[src/hw/rtl/lzss_token_decoder_macros.svh]
// ----------------------------------------------------------------------------
// lzss_token_decoder_macros.svh
// Assertion macros for the LZSS token decoder; empty under synthesis.
// ----------------------------------------------------------------------------
`ifndef LZSS_TOKEN_DECODER_MACROS_SVH
`define LZSS_TOKEN_DECODER_MACROS_SVH

`ifndef SYNTHESIS

// same-cycle implication
`define LDEC_ASSERT_IMP(lbl, ck, rn, ante, cons) \
    lbl: assert property (@(posedge ck) disable iff (!rn) (ante) |-> (cons)) \
        else $error("lzss_token_decoder: check failed");

// next-cycle implication
`define LDEC_ASSERT_NXT(lbl, ck, rn, ante, cons) \
    lbl: assert property (@(posedge ck) disable iff (!rn) (ante) |=> (cons)) \
        else $error("lzss_token_decoder: check failed");

`else

`define LDEC_ASSERT_IMP(lbl, ck, rn, ante, cons)
`define LDEC_ASSERT_NXT(lbl, ck, rn, ante, cons)

`endif

`endif

[src/hw/rtl/ldec_pkg.sv]
// ----------------------------------------------------------------------------
// ldec_pkg
// Shared types and fixed constants of the LZSS token decoder.
// ----------------------------------------------------------------------------
package ldec_pkg;

    // token queue between front and back
    localparam int FQ_DEPTH = 2;
    localparam int FQ_PTR_W = 1;
    localparam int FQ_CNT_W = 2;

    // result queue
    localparam int OQ_DEPTH = 4;
    localparam int OQ_PTR_W = 2;
    localparam int OQ_CNT_W = 3;

    typedef enum logic [1:0] {
        TK_LIT  = 2'd0,
        TK_COPY = 2'd1,
        TK_END  = 2'd2
    } tok_kind_t;

    typedef enum logic {
        BE_IDLE = 1'b0,
        BE_COPY = 1'b1
    } be_state_t;

    typedef struct packed {
        logic [7:0] data_byte;
        logic       byte_valid;
        logic       last_of_run;
        logic       stream_end;
    } result_t;

endpackage

[src/hw/rtl/ldec_outq.sv]
// ----------------------------------------------------------------------------
// ldec_outq
// Result queue; decouples the byte engine from the consumer.
// ----------------------------------------------------------------------------
module ldec_outq (
    input  logic                          clk,
    input  logic                          rst_n,
    input  logic                          res_push,
    input  ldec_pkg::result_t             res_data,
    output logic [ldec_pkg::OQ_CNT_W-1:0] oq_level,
    output logic                          oq_full,
    output logic                          empty,
    input  logic                          pop,
    output ldec_pkg::result_t             head
);
    import ldec_pkg::*;

    result_t             entry_q [OQ_DEPTH];
    logic [OQ_PTR_W-1:0] wr_ptr_reg, wr_ptr_next;
    logic [OQ_PTR_W-1:0] rd_ptr_reg, rd_ptr_next;
    logic [OQ_CNT_W-1:0] cnt_reg, cnt_next;
    logic                do_push;
    logic                do_pop;

    assign empty    = (cnt_reg == '0);
    assign oq_full  = (cnt_reg == OQ_CNT_W'(OQ_DEPTH));
    assign oq_level = cnt_reg;
    assign do_push  = res_push && !oq_full;
    assign do_pop   = pop && !empty;

    always_comb
    begin
        wr_ptr_next = do_push ? wr_ptr_reg + 1'b1 : wr_ptr_reg;
        rd_ptr_next = do_pop ? rd_ptr_reg + 1'b1 : rd_ptr_reg;
        cnt_next    = cnt_reg + OQ_CNT_W'(do_push) - OQ_CNT_W'(do_pop);
    end

    always_ff @(posedge clk or negedge rst_n)
    begin
        if (!rst_n)
        begin
            wr_ptr_reg <= '0;
            rd_ptr_reg <= '0;
            cnt_reg    <= '0;
        end
        else
        begin
            wr_ptr_reg <= wr_ptr_next;
            rd_ptr_reg <= rd_ptr_next;
            cnt_reg    <= cnt_next;
        end
    end

    always_ff @(posedge clk)
    begin
        if (do_push)
            entry_q[wr_ptr_reg] <= res_data;
    end

    assign head = entry_q[rd_ptr_reg];

endmodule

[config.mk]
export PLATFORM = sky130hd
export DESIGN_NAME = ldec_outq
export DESIGN_NICKNAME = d
export VERILOG_FILES = /design/src/hw/rtl/lzss_token_decoder_macros.svh /design/src/hw/rtl/ldec_pkg.sv /design/src/hw/rtl/ldec_outq.sv
export SDC_FILE = /design/constraint.sdc
export NUM_CORES = 1
export LEC_CHECK = 0
export BUFFER_PORTS_ARGS = -buffer_cell sky130_fd_sc_hd__buf_2
export CORE_MARGIN = 2
export CORE_UTILIZATION = 30
export DETAILED_ROUTE_END_ITERATION = 8
export PLACE_DENSITY = 0.59
export SLEW_MARGIN = 30
export SYNTH_ARGS = -nofsm -noshare
export SYNTH_HDL_FRONTEND = slang
export SYNTH_SLANG_ARGS = --single-unit
[constraint.sdc]
create_clock -name clk -period 4.5 [get_ports clk]
set_input_delay 0.225 -clock clk [delete_from_list [all_inputs] [get_ports clk]]
set_output_delay 0.225 -clock clk [all_outputs]
set_load 0.03 [all_outputs]
==> flow_summary.ini <==
[route]
wl_um = 3620
met1Wirelength_um = 1590
first_pass_iters = 4
final_antenna_net_count = 0
drcViolationCount = 0
vias = 1008
viasPerCell = 4.69
routed.top_layer = met4
dr_wl_met3_um = 196
wl_met2_um = 1780
first_iter_violations = 38
wl_per_cell_um = 16.8

[setup_path]
max_stage_delay_ps = 860
crit_fanout = 13
rrSetupSlack_ps = 2260
worstSetupPathType = reg2out
crit_buf_inv = 1
crit_family = flip-flops
arrival_ps = 2030
required_ps = 4280
r2r-end = oq_level[2]
cp_cell_sequence = mux4_1 -> buf_2
endpoint_kind = output pin
crit_path_start_kind = flip-flop
ff2ff_path_depth = 8
crit_slowest_cell = dfrtp_1
reg2reg_from = oq_level[1]

[power_and_ir_drop]
irDropWorstVdd_uv = 527
power_frac_clock_pct = 16.0
internal_power_mw = 0.989
comb_power_share_pct = 36.9
p_per_area_nw_per_um2 = 668
seqPwrFrac_pct = 47.1
leakage_nw = 0.879
p_switching_mw = 0.613
total_power_mw = 1.60
netSwitchingFraction_pct = 38.3

[timing]
period_minus_slack_ps = 2250
setup_tns_ps = 0
whs_ps = 134
tightest_slew_ps = 781
fin_crit_sh_pct = 50.0
setup-violations-final = 0
rsz0062_at_grt = no
slew_violations = 0
clock.fmax_mhz = 444
relSlewSlack_pct = 48.0
hold_violations = 0
skew_ps = 12.6

[clock_tree]
clk_path_buf_depth = 2
post_cts_resized = 0
cts_sinks = 51
cts_tree = built
htreeDepth = 2
clk_pin_slew_worst_paths_ps = 100
cts_buffers = 5
clock_tree.root_cell = clkbuf_8
clock_latency_ps = 310

[floorplanning]
start_util_pct = 30.7
die_area_um2 = 7570
core.rowCount = 30
die_y_um = 87.0
io_pins = 31
coreArea_um2 = 6720
die_w_um = 87.0

[logic_synthesis]
synth_top_area_share_pct = 64.0
syn_inst = 98
synth-main-ff-cell = edfxtp_1
synth_seq_cells = 51
postSynth.asyncResetShare_pct = 13.7
ys_seq_area_share_pct = 72.4
synthTopCellsByArea = edfxtp_1 64%, mux4_2 8.7%, dfrtp_1 8.5%, mux4_1 3.8%, ha_1 3.6%
syn_nets = 120
synth_edf_count = 44
syn_area_um2 = 2070
yosysWarnings = 0
ys_types = 19
post_synth.cell_area_avg_um2 = 21.1
yosys.area.top_type = edfxtp_1

[placed_design]
hpwlAfterDp_um = 2410
port_buffers = 30
place.gp.congestion = 0.757
dp_cells = 206

[global_routing]
grt-ovfl-total = 0
grt_start_max_net_pins = 17
first_global_vias = 1078
antenna_found_initial = 0
grt_pass1_wl_um = 5650
track_usage_pct = 10.3

[cells_and_area]
final_common_cell = edfxtp_1
nFillCells = 628
finalNetCount = 156
largest_reg_flops = 44
layout.cells.non_filler = 215
top_register = entry_q
drive_gt1_share_pct = 34.1
layout_common_cells = 44 x edfxtp_1, 30 x buf_2, 8 x mux4_2, 7 x dfrtp_1
diodes = 0
utilization_pct = 35.7
syn_to_final_growth_pct = 16.1

[worst_hold_path]
hp-start = res_data[8]
hold_end = entry_q[0][8]
hp-class = in2reg
hold_depth = 1

[status]
status = finished, final reports clean

[run]
max-cap-violations = 0
## through the flow
stage	setup WS, ps	area [µm²]
after detailed placement	2240	2300
after global placement	2340	2300
final	2250	2400
after global routing	2100	2400
after CTS	2190	2400
after floorplan	2080	2070
## layout make-up
cell class / instances / area [µm²] / area share (%)
sequential: 51 / 1500 / 62.4
multi-input combinational: 39 / 531 / 22.1
timing repair buffer: 31 / 160 / 6.68
tap: 80 / 100 / 4.17
clock buffer: 5 / 68.8 / 2.87
inverter: 6 / 22.5 / 0.939
clock inverter: 3 / 20.0 / 0.835
## per-layer routing
metal | global-route usage [%] | vias up
met5 | 0 | -
met4 | 4.26 | 0
met3 | 3.32 | 8
met2 | 16.8 | 30
met1 | 12.7 | 504
li1 | - | 466
## what timing repair did
action,4_1_cts,5_1_grt
endpoints found under the setup margin,0,0
setup buffers,0,0
endpoints found under the hold margin,7,0
hold buffers,1,0
## worst max-delay path by stage
stage / start / end / slack (ps) / cells after the start
2_1_floorplan: oq_level[2] / oq_level[2] / 2080 / 8
3_3_place_gp: oq_level[1] / oq_level[2] / 2340 / 8
3_5_place_dp: oq_level[1] / oq_level[2] / 2240 / 8
4_1_cts: rd_ptr_reg[0] / head[0] / 2190 / 2
5_1_grt: rd_ptr_reg[0] / head[0] / 2100 / 2
6_report: rd_ptr_reg[0] / head[1] / 2250 / 2
## cells by family (layout without fill, tap and decap cells)
group,after synthesis,after routing,synth area share [%]
compound gates,4,4,1.51
flops,51,51,72.4
buf+inv,8,45,1.88
simple gates,13,13,5.33
xor+xnor,4,4,1.70
fa+ha+maj,7,7,4.60
mux,11,11,12.5
## power by group through the flow
stage                     registers [mW]  clock network, mW  logic [mW]
final                              0.755              0.257       0.591
after global routing               0.777              0.290       0.639
after CTS                          0.759              0.266       0.606
after detailed placement           0.770                  0       0.602
after global placement             0.753                  0       0.587
after floorplan                    0.727                  0       0.466
## Yosys cell counts, drive strengths merged, types with 2 or more instances
cell     instances
edfxtp          44
mux4            11
dfrtp            7
ha               6
inv              6
and3b            4
nand2b           4
xnor2            4
buf              2
nand4bb          2
o211ai           2
Power figures use the tool's default switching activity.
