**src/hw/rtl/lzss_token_decoder_macros.svh**
```systemverilog
// ----------------------------------------------------------------------------
// lzss_token_decoder_macros.svh
// Assertion macros for the LZSS token decoder; empty under synthesis.
// ----------------------------------------------------------------------------
`ifndef LZSS_TOKEN_DECODER_MACROS_SVH
`define LZSS_TOKEN_DECODER_MACROS_SVH

`ifndef SYNTHESIS

// same-cycle implication
`define LDEC_ASSERT_IMP(lbl, ck, rn, ante, cons) \
    lbl: assert property (@(posedge ck) disable iff (!rn) (ante) |-> (cons)) \
        else $error("lzss_token_decoder: check failed");

// next-cycle implication
`define LDEC_ASSERT_NXT(lbl, ck, rn, ante, cons) \
    lbl: assert property (@(posedge ck) disable iff (!rn) (ante) |=> (cons)) \
        else $error("lzss_token_decoder: check failed");

`else

`define LDEC_ASSERT_IMP(lbl, ck, rn, ante, cons)
`define LDEC_ASSERT_NXT(lbl, ck, rn, ante, cons)

`endif

`endif

```
**src/hw/rtl/ldec_pkg.sv**
```systemverilog
// ----------------------------------------------------------------------------
// ldec_pkg
// Shared types and fixed constants of the LZSS token decoder.
// ----------------------------------------------------------------------------
package ldec_pkg;

    // token queue between front and back
    localparam int FQ_DEPTH = 2;
    localparam int FQ_PTR_W = 1;
    localparam int FQ_CNT_W = 2;

    // result queue
    localparam int OQ_DEPTH = 4;
    localparam int OQ_PTR_W = 2;
    localparam int OQ_CNT_W = 3;

    typedef enum logic [1:0] {
        TK_LIT  = 2'd0,
        TK_COPY = 2'd1,
        TK_END  = 2'd2
    } tok_kind_t;

    typedef enum logic {
        BE_IDLE = 1'b0,
        BE_COPY = 1'b1
    } be_state_t;

    typedef struct packed {
        logic [7:0] data_byte;
        logic       byte_valid;
        logic       last_of_run;
        logic       stream_end;
    } result_t;

endpackage

```
**src/hw/rtl/ldec_front.sv**
```systemverilog
// ----------------------------------------------------------------------------
// ldec_front
// Accepts tokens, classifies them and holds them in a short queue.
// ----------------------------------------------------------------------------
module ldec_front #(
    parameter int DICT_BITS   = 13,
    parameter int LENGTH_BITS = 4,
    parameter int MIN_MATCH   = 3
) (
    input  logic                   clk,
    input  logic                   rst_n,
    input  logic                   push,
    output logic                   full,
    input  logic                   cmd,
    input  logic [7:0]             literal,
    input  logic [LENGTH_BITS-1:0] length_code,
    input  logic [DICT_BITS-1:0]   distance,
    output logic                   tok_valid,
    input  logic                   tok_pop,
    output ldec_pkg::tok_kind_t    tok_kind,
    output logic [7:0]             tok_literal,
    output logic [LENGTH_BITS:0]   tok_count,
    output logic [DICT_BITS-1:0]   tok_distance
);
    import ldec_pkg::*;

    localparam int CNT_W = LENGTH_BITS + 1;

    tok_kind_t            kind_q  [FQ_DEPTH];
    logic [7:0]           lit_q   [FQ_DEPTH];
    logic [CNT_W-1:0]     count_q [FQ_DEPTH];
    logic [DICT_BITS-1:0] dist_q  [FQ_DEPTH];

    logic [FQ_PTR_W-1:0] wr_ptr_reg, wr_ptr_next;
    logic [FQ_PTR_W-1:0] rd_ptr_reg, rd_ptr_next;
    logic [FQ_CNT_W-1:0] cnt_reg, cnt_next;

    tok_kind_t        in_kind;
    logic [CNT_W-1:0] in_count;
    logic             do_push;
    logic             do_pop;

    always_comb
    begin
        if (!cmd)
            in_kind = TK_LIT;
        else if (&length_code)
            in_kind = TK_END;
        else
            in_kind = TK_COPY;
        in_count = CNT_W'(length_code) + CNT_W'(MIN_MATCH);
    end

    assign full      = (cnt_reg == FQ_CNT_W'(FQ_DEPTH));
    assign tok_valid = (cnt_reg != '0);
    assign do_push   = push && !full;
    assign do_pop    = tok_pop && tok_valid;

    always_comb
    begin
        wr_ptr_next = do_push ? wr_ptr_reg + 1'b1 : wr_ptr_reg;
        rd_ptr_next = do_pop ? rd_ptr_reg + 1'b1 : rd_ptr_reg;
        cnt_next    = cnt_reg + FQ_CNT_W'(do_push) - FQ_CNT_W'(do_pop);
    end

    always_ff @(posedge clk or negedge rst_n)
    begin
        if (!rst_n)
        begin
            wr_ptr_reg <= '0;
            rd_ptr_reg <= '0;
            cnt_reg    <= '0;
        end
        else
        begin
            wr_ptr_reg <= wr_ptr_next;
            rd_ptr_reg <= rd_ptr_next;
            cnt_reg    <= cnt_next;
        end
    end

    always_ff @(posedge clk)
    begin
        if (do_push)
        begin
            kind_q[wr_ptr_reg]  <= in_kind;
            lit_q[wr_ptr_reg]   <= literal;
            count_q[wr_ptr_reg] <= in_count;
            dist_q[wr_ptr_reg]  <= distance;
        end
    end

    assign tok_kind     = kind_q[rd_ptr_reg];
    assign tok_literal  = lit_q[rd_ptr_reg];
    assign tok_count    = count_q[rd_ptr_reg];
    assign tok_distance = dist_q[rd_ptr_reg];

endmodule

```
**config.mk**
```make
export PLATFORM = sky130hd
export DESIGN_NAME = ldec_front
export DESIGN_NICKNAME = d
export VERILOG_FILES = /design/src/hw/rtl/lzss_token_decoder_macros.svh /design/src/hw/rtl/ldec_pkg.sv /design/src/hw/rtl/ldec_front.sv
export SDC_FILE = /design/constraint.sdc
export NUM_CORES = 1
export LEC_CHECK = 0
export BUFFER_PORTS_ARGS = -buffer_cell sky130_fd_sc_hd__buf_2
export CAP_MARGIN = 20
export CORE_UTILIZATION = 50
export CTS_CLUSTER_DIAMETER = 50
export CTS_CLUSTER_SIZE = 10
export DETAILED_ROUTE_END_ITERATION = 6
export PLACE_DENSITY = 0.76
export SYNTH_ARGS = -nofsm -noshare
export SYNTH_HDL_FRONTEND = slang
export SYNTH_SLANG_ARGS = --single-unit
```
**constraint.sdc**
```tcl
create_clock -name clk -period 2.5 [get_ports clk]
set_input_delay 0 -clock clk [delete_from_list [all_inputs] [get_ports clk]]
set_output_delay 0 -clock clk [all_outputs]
set_load 0.01 [all_outputs]
```
==> metrics.log <==
INFO  metric layout_setup_ws = 0.486 ns
INFO  metric layout_min_cycle_time = 2.01 ns
INFO  metric fin_nets = 250
INFO  metric grt_pass1_wl = 6560 um
INFO  metric die_area = 4990 sq um
INFO  metric clk_latency = 0.33 ns
INFO  metric synthDistinctLibCells = 20
INFO  metric diodes_inserted = 0
INFO  metric cts.clk_slew.worst_paths = 0.07 ns
INFO  metric synth.top_cells.by_area = sky130_fd_sc_hd__edfxtp_1 71%, sky130_fd_sc_hd__mux2_2 8.6%, sky130_fd_sc_hd__mux2_4 6.4%, sky130_fd_sc_hd__dfrtp_1 4.2%, sky130_fd_sc_hd__ha_1 2.1%
INFO  metric vdd_ir_drop_max = 0.646 mV
INFO  metric synth_area_leader_cell = sky130_fd_sc_hd__edfxtp_1
INFO  metric placementRows = 24
INFO  metric failed_checks = design-rule violations
INFO  metric fillerInstances = 307
INFO  metric vias = 1323
INFO  metric drive_above_1_share = 48.9%
INFO  metric r2r_end = cnt_reg[1]
INFO  metric critical_path.endpoint_type = output port
INFO  metric timing_max_transition_violations_final = 0
INFO  metric terminating_pin_of_the_worst_hold_path = count_q[1][3]
INFO  metric ctsRootBufferMaster = sky130_fd_sc_hd__clkbuf_8
INFO  metric post_synth.cell_area_avg = 19.8 sq um
INFO  metric final_hold_violation_count = 0
INFO  metric antenna_left = 0
INFO  metric post-place-cells = 231
INFO  metric cts_repair_resize_count = 0
INFO  metric final.setup.tns = 0 ns
INFO  metric antenna_violations_before_repair = 0
INFO  metric layout.area.seq = 1780 sq um
INFO  metric globalRouteOverflowTotal = 0
INFO  metric max-slew-margin-rel = 55.3%
INFO  metric timing.reg2reg.worst_path_depth = 7
INFO  metric min-delay-start = length_code[3]
INFO  metric grt_setup_unrepaired = no
INFO  metric power.leakage = 1.31 nW
INFO  metric worst_pin_slew = 0.671 ns
INFO  metric global_route.usage.total = 18.4%
INFO  metric registers.top_by_ff_count = dist_q
INFO  metric grt_start_max_net_pins = 29
INFO  metric cts-htree-levels = 3
INFO  metric dp_slack = 0.793 ns
INFO  metric finalWirelength = 4080 um
INFO  metric yosysTopAreaCellShare = 71.4%
INFO  metric multi_input_logic_area = 520 sq um
INFO  metric finalCritPeriodShare = 80.6%
INFO  metric detail_route.vias_per_cell = 4.85
INFO  metric ys_ff_latch = 60
INFO  metric syn_std_cell_area = 2360 sq um
INFO  metric cp_data_required_time = 2.50 ns
INFO  metric boundaryPins = 60
INFO  metric fp.coreArea = 4440 sq um
INFO  metric cp.arrival = 2.01 ns
INFO  metric start_kind = register
INFO  metric clock-sinks = 60
INFO  metric setup_slack_of_the_most_critical_reg_to_reg_path = 0.78 ns
INFO  metric first_global_vias = 1434
INFO  metric hold_path_depth = 2
INFO  metric post_cts_hold_buffer_count = 26
INFO  metric place_hpwl = 2550 um
INFO  metric detail_route.drc_violations = 12
INFO  metric finalClockSkew = 0.00519 ns
INFO  metric max_cap_viol_count = 0
INFO  metric final_util = 72.3%
INFO  metric cts_made_buffers = 9
INFO  metric die-height = 70.6 um
INFO  metric drt_iter0_markers = 89
INFO  metric power.density_cell_area = 1110 nW/um^2
INFO  metric post_cts_setup_buffer_count = 0
INFO  metric regToRegStartpoint = cnt_reg[1]
INFO  metric synthesis.instances = 119
INFO  metric finalSetupViolations = 0
INFO  metric synth_fp_nets = 153
INFO  metric drt_pre_antenna_iters = 6
INFO  metric hold_path_class = in2reg
INFO  metric initial_core_util = 53.0%
INFO  metric fin_worst_hold_slack = 0.0314 ns
INFO  metric flow.area_growth_from_synthesis = 36.4%
INFO  metric fmax = 497 MHz
INFO  metric synth_seq_area_share = 75.6%
INFO  metric globalplace.congestion = 0.668
INFO  metric worstPathMaxFanout = 15
INFO  metric portbufs = 59
INFO  metric largestRegisters = dist_q: 26 flops, lit_q: 16 flops, count_q: 10 flops
INFO  metric floorplan.die.width = 70.6 um
INFO  metric post_layout_nonfiller_instances = 273
INFO  metric criticalPathCategory = reg2out
INFO  metric flip_flop_count_of_the_largest_register_after_layout = 26
INFO  metric synthesis.yosys.warnings = 0
INFO  metric route.detailed.wl_per_inst = 15.0 um
INFO  metric tritoncts = done
INFO  metric status = finished, violations left
INFO  metric clockBufferDepth = 2
-- cells in the mapped netlist, drive strengths merged --
library cell and instances:
xor2 1, buf 3, nand3 1, nor2 3, ha 4, o21ai 1
xnor2 5, dfrtp 4, nand2 2, edfxtp 56, or2 1, mux2 28
nand2b 1, and2 2, inv 6, and3 1
-- logic make-up after synthesis --
group | synth area share (%)
flip-flops | 75.6
buffers and inverters | 2.39
AND/OR/NAND/NOR | 2.44
adder cells (fa/ha/maj) | 2.12
multiplexers | 15.0
XOR/XNOR | 2.23
AO/OA/AOI/OAI | 0.212
-- critical path, stage by stage, from the launching register on --
cell	delay (ns)
sky130_fd_sc_hd__dfrtp_1	0.77
sky130_fd_sc_hd__buf_4	0.39
sky130_fd_sc_hd__mux2_2	0.37
sky130_fd_sc_hd__buf_2	0.14
-- worst max path at each step --
stage / startpoint / endpoint / slack, ns
after floorplan: cnt_reg[1] / count_q[0][0] / 0.31
after global placement: cnt_reg[1] / cnt_reg[1] / 0.88
after detailed placement: cnt_reg[1] / cnt_reg[1] / 0.79
after CTS: rd_ptr_reg / tok_distance[8] / 0.47
after global routing: rd_ptr_reg / tok_distance[8] / 0.37
final: rd_ptr_reg / tok_distance[8] / 0.49
-- report_power, final --
part / internal, W / switching (W)
logic: 0.000545 / 0.000509
registers: 0.00138 / 0.000117
clock network: 0.000658 / 0.000367
total: 0.00259 / 0.000994
-- per-stage QoR --
step	instance area, sq um	power [W]
5_1_grt	3210	0.00374
2_1_floorplan	2360	0.00221
3_3_place_gp	2720	0.00250
6_report	3210	0.00358
3_5_place_dp	2720	0.00255
4_1_cts	3210	0.00362
-- area by class of cell --
cell class / instances / share of cell area [%]
inverter: 6 / 0.701
timing repair buffer: 89 / 18.2
clock inverter: 7 / 3.58
sequential: 60 / 55.4
tap: 52 / 2.02
multi-input combinational: 50 / 16.2
clock buffer: 9 / 3.85
-- cells in the final DEF (no fill, tap or decap), types with 3 or more instances in the layout --
cell	n
sky130_fd_sc_hd__buf_2	59
sky130_fd_sc_hd__edfxtp_1	56
sky130_fd_sc_hd__dlygate4sd3_1	26
sky130_fd_sc_hd__mux2_2	18
sky130_fd_sc_hd__mux2_4	10
sky130_fd_sc_hd__clkbuf_8	9
sky130_fd_sc_hd__inv_1	6
sky130_fd_sc_hd__xnor2_1	5
sky130_fd_sc_hd__ha_1	4
sky130_fd_sc_hd__dfrtp_1	4
sky130_fd_sc_hd__buf_4	4
sky130_fd_sc_hd__bufinv_16	3
-- per-layer routing --
metal / GRT usage (%) / part of all wire [%] / wire length [um] / vias to the layer above
met4: 6.67 / 0.20 / 8 / 0
li1: - / - / - / 639
met2: 32.0 / 51 / 2100 / 50
met3: 7.69 / 6.4 / 260 / 2
met5: 0 / 0 / 0 / -
met1: 20.4 / 42 / 1720 / 632
Power figures use the tool's default switching activity.
